File: src/design/addressable_led_strip_driver_assert.svh
// Assertion macros for the LED strip driver.
// Used by addressable_led_strip_driver.sv; expects clk and rst_n in scope.
`ifndef ADDRESSABLE_LED_STRIP_DRIVER_ASSERT_SVH
`define ADDRESSABLE_LED_STRIP_DRIVER_ASSERT_SVH
`ifndef SYNTHESIS
`define ALSD_ASSERT_IMP(lbl, a, b) \
    lbl: assert property (@(posedge clk) disable iff (!rst_n) (a) |-> (b)) \
        else $error("alsd: same-cycle check failed");
`define ALSD_ASSERT_NXT(lbl, a, b) \
    lbl: assert property (@(posedge clk) disable iff (!rst_n) (a) |=> (b)) \
        else $error("alsd: next-cycle check failed");
`else
`define ALSD_ASSERT_IMP(lbl, a, b)
`define ALSD_ASSERT_NXT(lbl, a, b)
`endif
`endif

File: src/design/alsd_pkg.sv
// Shared types, codes and helpers for the LED strip driver.
// No dependencies; used by alsd_ctrl, alsd_dpath and the top level.
package alsd_pkg;

    typedef enum logic [1:0] {
        REQ_SET   = 2'd0,
        REQ_CLEAR = 2'd1,
        REQ_SHOW  = 2'd2,
        REQ_TICK  = 2'd3
    } req_t;

    typedef enum logic [1:0] {
        ST_OK        = 2'd0,
        ST_BAD_INDEX = 2'd1,
        ST_REFUSED   = 2'd2
    } status_t;

    typedef enum logic [1:0] {
        PH_IDLE  = 2'd0,
        PH_HIGH  = 2'd1,
        PH_LOW   = 2'd2,
        PH_LATCH = 2'd3
    } phase_t;

    typedef enum logic [1:0] {
        SEL_RED   = 2'd0,
        SEL_GREEN = 2'd1,
        SEL_BLUE  = 2'd2
    } color_sel_t;

    typedef enum logic [3:0] {
        S_INIT,
        S_IDLE,
        S_SET_R,
        S_SET_G,
        S_SET_B,
        S_CLEAR,
        S_FETCH,
        S_LOAD,
        S_DONE
    } ctrl_state_t;

    // register indexes on the config port
    localparam logic [2:0] REG_STRIP_LENGTH = 3'd0;
    localparam logic [2:0] REG_COLOR_ORDER  = 3'd1;
    localparam logic [2:0] REG_ZERO_HIGH    = 3'd2;
    localparam logic [2:0] REG_ZERO_LOW     = 3'd3;
    localparam logic [2:0] REG_ONE_HIGH     = 3'd4;
    localparam logic [2:0] REG_ONE_LOW      = 3'd5;
    localparam logic [2:0] REG_LATCH        = 3'd6;

    localparam logic [8:0]  RST_STRIP_LENGTH = 9'd256;
    localparam logic [5:0]  RST_COLOR_ORDER  = 6'd6;
    localparam logic [15:0] RST_ZERO_HIGH    = 16'd40;
    localparam logic [15:0] RST_ZERO_LOW     = 16'd85;
    localparam logic [15:0] RST_ONE_HIGH     = 16'd80;
    localparam logic [15:0] RST_ONE_LOW      = 16'd45;
    localparam logic [15:0] RST_LATCH        = 16'd6000;

    localparam logic [2:0] BIT_MSB = 3'd7;
    localparam logic [1:0] SLOT_LAST = 2'd2;

    typedef struct packed {
        logic       accept;
        logic       tick;
        logic       show;
        logic       rd;
        logic       load;
        logic       wr_set;
        color_sel_t wr_sel;
        logic       clr_step;
        logic       clr_all;
        logic       emit;
    } cmd_t;

    typedef struct packed {
        logic busy;
        logic idx_bad;
        logic n_zero;
        logic need_fetch;
        logic clr_last;
        logic out_free;
    } stat_t;

    // color offset of three is used as two
    function automatic logic [1:0] sat_off(input logic [1:0] o);
        return (o == 2'd3) ? 2'd2 : o;
    endfunction

    // zero timing is used as one tick
    function automatic logic [15:0] at_least_one(input logic [15:0] t);
        return (t == 16'd0) ? 16'd1 : t;
    endfunction

endpackage

File: src/design/alsd_ctrl.sv
// Controller state machine for the LED strip driver.
// Depends on alsd_pkg; drives alsd_dpath through cmd_t, reads stat_t.
module alsd_ctrl (
    input  logic                clk,
    input  logic                rst_n,
    input  logic                in_valid,
    input  logic [1:0]          in_req,
    output logic                in_ready,
    input  alsd_pkg::stat_t     stat,
    output alsd_pkg::cmd_t      cmd
);

    alsd_pkg::ctrl_state_t state_reg;
    alsd_pkg::ctrl_state_t state_next;

    always_ff @(posedge clk or negedge rst_n)
    begin
        if (!rst_n)
        begin
            state_reg <= alsd_pkg::S_INIT;
        end
        else
        begin
            state_reg <= state_next;
        end
    end

    always_comb
    begin
        cmd        = '0;
        cmd.wr_sel = alsd_pkg::SEL_RED;
        state_next = state_reg;
        in_ready   = 1'b0;
        case (state_reg)
            alsd_pkg::S_INIT:
            begin
                // store clearing pass after reset
                cmd.clr_step = 1'b1;
                cmd.clr_all  = 1'b1;
                if (stat.clr_last)
                begin
                    state_next = alsd_pkg::S_IDLE;
                end
            end
            alsd_pkg::S_IDLE:
            begin
                in_ready = stat.out_free;
                if (in_valid && stat.out_free)
                begin
                    cmd.accept = 1'b1;
                    if (alsd_pkg::req_t'(in_req) == alsd_pkg::REQ_TICK)
                    begin
                        cmd.tick = 1'b1;
                        if (stat.need_fetch)
                        begin
                            state_next = alsd_pkg::S_FETCH;
                        end
                        else
                        begin
                            cmd.emit = 1'b1;
                        end
                    end
                    else if (stat.busy)
                    begin
                        cmd.emit = 1'b1;
                    end
                    else
                    begin
                        case (alsd_pkg::req_t'(in_req))
                            alsd_pkg::REQ_SET:
                            begin
                                if (stat.idx_bad)
                                begin
                                    cmd.emit = 1'b1;
                                end
                                else
                                begin
                                    state_next = alsd_pkg::S_SET_R;
                                end
                            end
                            alsd_pkg::REQ_CLEAR:
                            begin
                                if (stat.n_zero)
                                begin
                                    cmd.emit = 1'b1;
                                end
                                else
                                begin
                                    state_next = alsd_pkg::S_CLEAR;
                                end
                            end
                            alsd_pkg::REQ_SHOW:
                            begin
                                cmd.show = 1'b1;
                                if (stat.n_zero)
                                begin
                                    cmd.emit = 1'b1;
                                end
                                else
                                begin
                                    state_next = alsd_pkg::S_FETCH;
                                end
                            end
                            default:
                            begin
                                cmd.emit = 1'b1;
                            end
                        endcase
                    end
                end
            end
            alsd_pkg::S_SET_R:
            begin
                cmd.wr_set = 1'b1;
                cmd.wr_sel = alsd_pkg::SEL_RED;
                state_next = alsd_pkg::S_SET_G;
            end
            alsd_pkg::S_SET_G:
            begin
                cmd.wr_set = 1'b1;
                cmd.wr_sel = alsd_pkg::SEL_GREEN;
                state_next = alsd_pkg::S_SET_B;
            end
            alsd_pkg::S_SET_B:
            begin
                cmd.wr_set = 1'b1;
                cmd.wr_sel = alsd_pkg::SEL_BLUE;
                state_next = alsd_pkg::S_DONE;
            end
            alsd_pkg::S_CLEAR:
            begin
                cmd.clr_step = 1'b1;
                if (stat.clr_last)
                begin
                    state_next = alsd_pkg::S_DONE;
                end
            end
            alsd_pkg::S_FETCH:
            begin
                cmd.rd     = 1'b1;
                state_next = alsd_pkg::S_LOAD;
            end
            alsd_pkg::S_LOAD:
            begin
                cmd.load   = 1'b1;
                state_next = alsd_pkg::S_DONE;
            end
            alsd_pkg::S_DONE:
            begin
                if (stat.out_free)
                begin
                    cmd.emit   = 1'b1;
                    state_next = alsd_pkg::S_IDLE;
                end
            end
            default:
            begin
                state_next = alsd_pkg::S_IDLE;
            end
        endcase
    end

endmodule

File: config.mk
export PLATFORM = sky130hd
export DESIGN_NAME = alsd_ctrl
export DESIGN_NICKNAME = d
export VERILOG_FILES = /design/src/design/addressable_led_strip_driver_assert.svh /design/src/design/alsd_pkg.sv /design/src/design/alsd_ctrl.sv
export SDC_FILE = /design/constraint.sdc
export NUM_CORES = 1
export LEC_CHECK = 0
export BUFFER_PORTS_ARGS = -buffer_cell sky130_fd_sc_hd__buf_4
export CAP_MARGIN = 20
export CORE_AREA = 2 2 39 41
export DETAILED_ROUTE_END_ITERATION = 10
export DIE_AREA = 0 0 41 43
export PLACE_DENSITY = 0.77
export SYNTH_ARGS = -nofsm -noshare
export SYNTH_HDL_FRONTEND = slang
export SYNTH_SLANG_ARGS = --single-unit
File: constraint.sdc
create_clock -name clk -period 1.8 [get_ports clk]
set_clock_uncertainty 0.1 [all_clocks]
set_input_delay 0.36 -clock clk [delete_from_list [all_inputs] [get_ports clk]]
set_output_delay 0.36 -clock clk [all_outputs]
set_load 0.1 [all_outputs]
==> results.md, run 1 <==
- Sequential-to-total area share from yosys stat: 17.98%
- Clk sink count: 4
- I/O pin count: 23
- Mapped cell area: approximately 560 µm²
- Synth warn: 0
- Inst Count DP: ~120
- Synth Instances: 65
- Final Wtd Congestion: roughly 0.84
- Rows: 14
- Syn Nets: slightly above 80
- Number of library cell types mapped by synthesis: 37
- Initial core utilization: roughly 40%
- GRT repair_timing worst endpoint: cmd[8]
- Status: stopped before the end
- Type of pin the worst path ends at: top-level output
- Die Y: 43 µm
- Port buffer count: 22
- Largest net degree at the start of global routing: 15
- Primary FF master, synth: dfrtp_1
- Error msg: [ERROR DPL-0033] detailed placement checks failed during check placement.
- CTS buffer count: 3
- Initial antenna violation count: 0
- Syn Area/Cell: 8.566 µm²
- Die Width: 41 µm
- Failed at: global routing (5_1_grt)
- DP HPWL: 1.529 mm
- H-tree lvl count: 1
- Synthesized flop and latch total: 4
- Number of flops mapped to enable cells by yosys: 0
- Clock Tree Buf Depth: 2
- Root Buffer: clkbuf_4
- FFs w/ async S/R, synth: 100.0%
- Placed Instance Area: 978.4 µm²
## stage by stage
| step | hold WS, ns | setup slack, ns | TNS [ns] |
|---|---|---|---|
| floorplan | -0.03559 | -0.3920 | -2.426 |
| global placement | 0.05453 | -0.2689 | -0.8282 |
| detailed placement | 0.05944 | -0.3629 | -1.354 |
| CTS | 0.3480 | -0.2683 | -1.822 |
## what timing repair did
action / CTS
buffers inserted: 4
gates resized for setup: 49
hold buffers: 1
hold endpoints to repair: 4
pin swaps: 7
endpoints found under the setup margin: 13
## cells in the mapped netlist (2+ instances only)
library cell | n | area [µm²]
nor4_1 | 3 | 18.77
dfrtp_1 | 4 | 100.1
nand2_1 | 2 | 7.510
and3_1 | 2 | 12.51
and2_1 | 2 | 12.51
nor3_1 | 3 | 15.01
clkbuf_1 | 2 | 7.510
ha_1 | 5 | 62.56
inv_1 | 5 | 18.77
nor2_1 | 6 | 22.52
a21oi_1 | 5 | 25.02
## cell families after synthesis
family	synth area share (%)
flops	17.98
simple gates	30.34
fa+ha+maj	11.24
compound gates	29.67
buf+inv	6.967
mux	3.820
==> run 2, diff against run 1 <==
--- a/config.mk
+++ b/config.mk
@@ -7,10 +7,10 @@
 export LEC_CHECK = 0
 export BUFFER_PORTS_ARGS = -buffer_cell sky130_fd_sc_hd__buf_4
 export CAP_MARGIN = 20
-export CORE_AREA = 2 2 39 41
+export CORE_AREA = 2 2 63 65
 export DETAILED_ROUTE_END_ITERATION = 10
-export DIE_AREA = 0 0 41 43
-export PLACE_DENSITY = 0.77
+export DIE_AREA = 0 0 65 67
+export PLACE_DENSITY_LB_ADDON = 0.15
 export SYNTH_ARGS = -nofsm -noshare
 export SYNTH_HDL_FRONTEND = slang
 export SYNTH_SLANG_ARGS = --single-unit
==> results.md, run 2 <==
- Actual slew at the worst max-slew pin: 0.3363 ns
- Syn Nets: 81 (unchanged)
- Initial core utilization: 15.44% (was 40.24%)
- Final Wtd Congestion: 0.7580 (was 0.8359)
- Drt total wl: 1.803 mm
- Arr. time, crit path: 1.56 ns
- Final Instance Count excl. Fillers: 162
- Fin nets: 131
- Syn Area/Cell: 8.566 µm² (unchanged)
- CTS clk-pin slew, worst paths: 0.03 ns
- Sequential-to-total area share from yosys stat: 17.98% (unchanged)
- Share of cells above drive strength 1: 72.81%
- Area occupied by multi-input gates: 595.6 µm²
- DP HPWL: 1.421 mm (was 1.529 mm)
- H-tree lvl count: 1 (unchanged)
- Worst R2R Start: state_reg[2]$_DFFE_PN0P_
- FFs w/ async S/R, synth: 100.0% (unchanged)
- Die Y: 67 µm (was 43 µm)
- Pre-CTS WS: -0.2991 ns (was -0.3629 ns)
- CP Launch Point: state_reg[3]$_DFFE_PN0P_
- Max_cap viols: 0
- Antenna Nets Post-Route: 0
- Internal power: approximately 1.1 mW
- RSZ-0062 raised after global routing: true
- Die Width: 65 µm (was 41 µm)
- Synthesized flop and latch total: 4 (unchanged)
- WS Path Type: register to output port
- Number of library cell types mapped by synthesis: 37 (unchanged)
- Antenna diode count: 0
- DR vias: 677
- Mapped cell area: 556.8 µm² (unchanged)
- Synth Area in Adders: 11.24% (unchanged)
- CP endpoint kind: output port
- Maximum vdd drop: 0.0003622 V
- Reg area: 101.3 µm²
- LEAKAGE: 0.5840 nW
- Ranking of synthesized cells by area: dfrtp_1, ha_1, o311ai_4 (unchanged)
- Worst hold path type: input port to async pin
- First-pass DRT Iterations: 2
- Initial antenna violation count: 0
- Area Growth Syn to Fin: 148.3%
- Fillers: 361
- First-pass GRT wire length: 3.139 mm
- Most common cell after layout, fill and taps aside: buf_4
- Number of flops mapped to enable cells by yosys: 0 (unchanged)
- Fin area: 0.001383 mm²
- Setup tns final: -1.079 ns
- Inst Count DP: 148 (was 116)
- Gr usage total: 9.211%
- Routed wire per std cell: 11.13 µm
- Root Buffer: clkbuf_8 (was clkbuf_4)
- GRT overflow: 0
- Clk Latency, worst-skew pair: 0.21 ns
- CTS tree: yes
- Switching part of the total power: 50.94%
- Clock period minus worst slack: 2.018 ns
- Fin Hold WS: approximately 0.38 ns
- Maximum clock rate: 0.4956 GHz
- Largest family of logic cells by synthesized area: simple AND/OR/NAND/NOR gates (unchanged)
- Fin util: around two fifths
- DR DRC count: 0
- Compound-Gate Fraction of Synth Area: 29.66% (unchanged)
- Core area: 0.003606 mm²
- 1st-iter DRT viols: 4
- Total power: roughly 2.3 mW
- Primary FF master, synth: dfrtp_1 (unchanged)
- Largest net degree at the start of global routing: 15
- Worst EP required: 1.34 ns
- Clock Tree Buf Depth: 2 (unchanged)
- Post-synthesis mux area share: 3.820% (unchanged)
- Max Slew Vio Count: 0
- Die footprint: 0.004355 mm²
- Pwr/cell area: 1667 mW/mm²
- Number of global-route vias before repair: 683
- Dominant cell type by area after synthesis: dfrtp_1 (unchanged)
- Clk sink count: 4 (unchanged)
- Failing checks: setup timing
- CTS buffer count: 3 (unchanged)
- Placed Instance Area: 0.001018 mm² (was 978.4 µm²)
- Setup violators final: 11
- Status: finished, violations left (was stopped before the end)
- Gate power share: a little over four fifths
- CP max FO: 4
- Post-synthesis xor/xnor area fraction: 0% (unchanged)
- Net Switching: 1.174 mW
- Rows: 22 (was 14)
- Top post-synthesis cells by count: nor2_1, a21oi_1, ha_1, inv_1, dfrtp_1 (unchanged)
- Most frequent cells in the layout: buf_4, buf_12, buf_8
- Slew headroom: 77.00%
- Vias per std cell: 4.179
- Simple-gate portion of the synthesized area: 30.34% (unchanged)
- Setup ws final: -0.2179 ns
- I/O pin count: 23 (unchanged)
- Max reg flops: 4
- Sequential share of power: 7.4%
- Port buffer count: 22 (unchanged)
- Worst setup SP type: register
- Top-count cell post-synth: nor2_1 (unchanged)
- Synth top area share: 17.98% (unchanged)
- Synth Instances: 65 (unchanged)
- Final Hold Vio Count: 0
- Fin crit share: 112.1%
- Clock power share: 8.4%
- Synth warn: 0 (unchanged)
run 2: cell counts after synthesis:
No cell type changed its count.
run 2: critical path: stages, from the launching register on:
cell and delay, ns:
dfrtp_1 0.39, nor4b_4 0.33, and3_4 0.25, and3_4 0.20
buf_12 0.17
run 2: area by class of cell:
cell class                      instances  share of cell area [%]
Multi-Input combinational cell         52                   43.08
Clock buffer                            4                   3.258
Inverter                                5                   1.719
Tap cell                               48                   4.344
Sequential cell                         4                   7.330
Timing Repair Buffer                   49                   40.27
run 2: worst paths after layout:
check	cells past startpoint	to	slack, ns
worst max-delay path	4	cmd[8]	-0.22
worst min-delay path	2	state_reg[3]$_DFFE_PN0P_	0.38
worst max register to register	7	state_reg[0]$_DFFE_PN0P_	0.05
worst min register to register	2	state_reg[1]$_DFFE_PN0P_	0.56
max in group asynchronous	2	state_reg[1]$_DFFE_PN0P_	1.11
min in group clk	4	state_reg[3]$_DFFE_PN0P_	0.50
run 2: kinds of logic after synthesis:
| family | Yosys count |
|---|---|
| DFF | 4 |
| AOI/OAI and AO/OA | 19 |
| and+or+nand+nor | 26 |
| buffers and inverters | 9 |
| adders and majority gates | 5 |
| muxes | 2 |
run 2: power groups by stage:
| stage | Clock, mW | Combinational (mW) | Sequential, mW |
|---|---|---|---|
| 4_1_cts | 0.200 | 1.91 | 0.171 |
| 2_1_floorplan | 0 | 1.23 | 0.179 |
| 6_report | 0.194 | 1.94 | 0.170 |
| 5_1_grt | 0.208 | 2.05 | 0.173 |
| 3_3_place_gp | 0 | 1.54 | 0.170 |
| 3_5_place_dp | 0 | 1.55 | 0.169 |
run 2: layer usage:
| layer | routed length [µm] | up-vias | part of all wire, % | global-route usage, % |
|---|---|---|---|---|
| met2 | 1033 | 7 | 57 | 16.62 |
| met5 | 0 | - | 0 | 0 |
| met3 | 26 | 0 | 1.4 | 2.196 |
| li1 | - | 344 | - | - |
| met4 | 0 | 0 | 0 | 1.596 |
| met1 | 743 | 326 | 41 | 11.17 |
run 2: timing repair:
item                                   in CTS  in global routing
pin swaps                                   9                  1
hold buffers                                1                  0
endpoints found under the hold margin       4                  0
setup endpoints to repair                  13                 15
gates resized for setup                    57                  4
setup buffers                               9                  2
No activity file was read; power rests on OpenSTA's default activity.
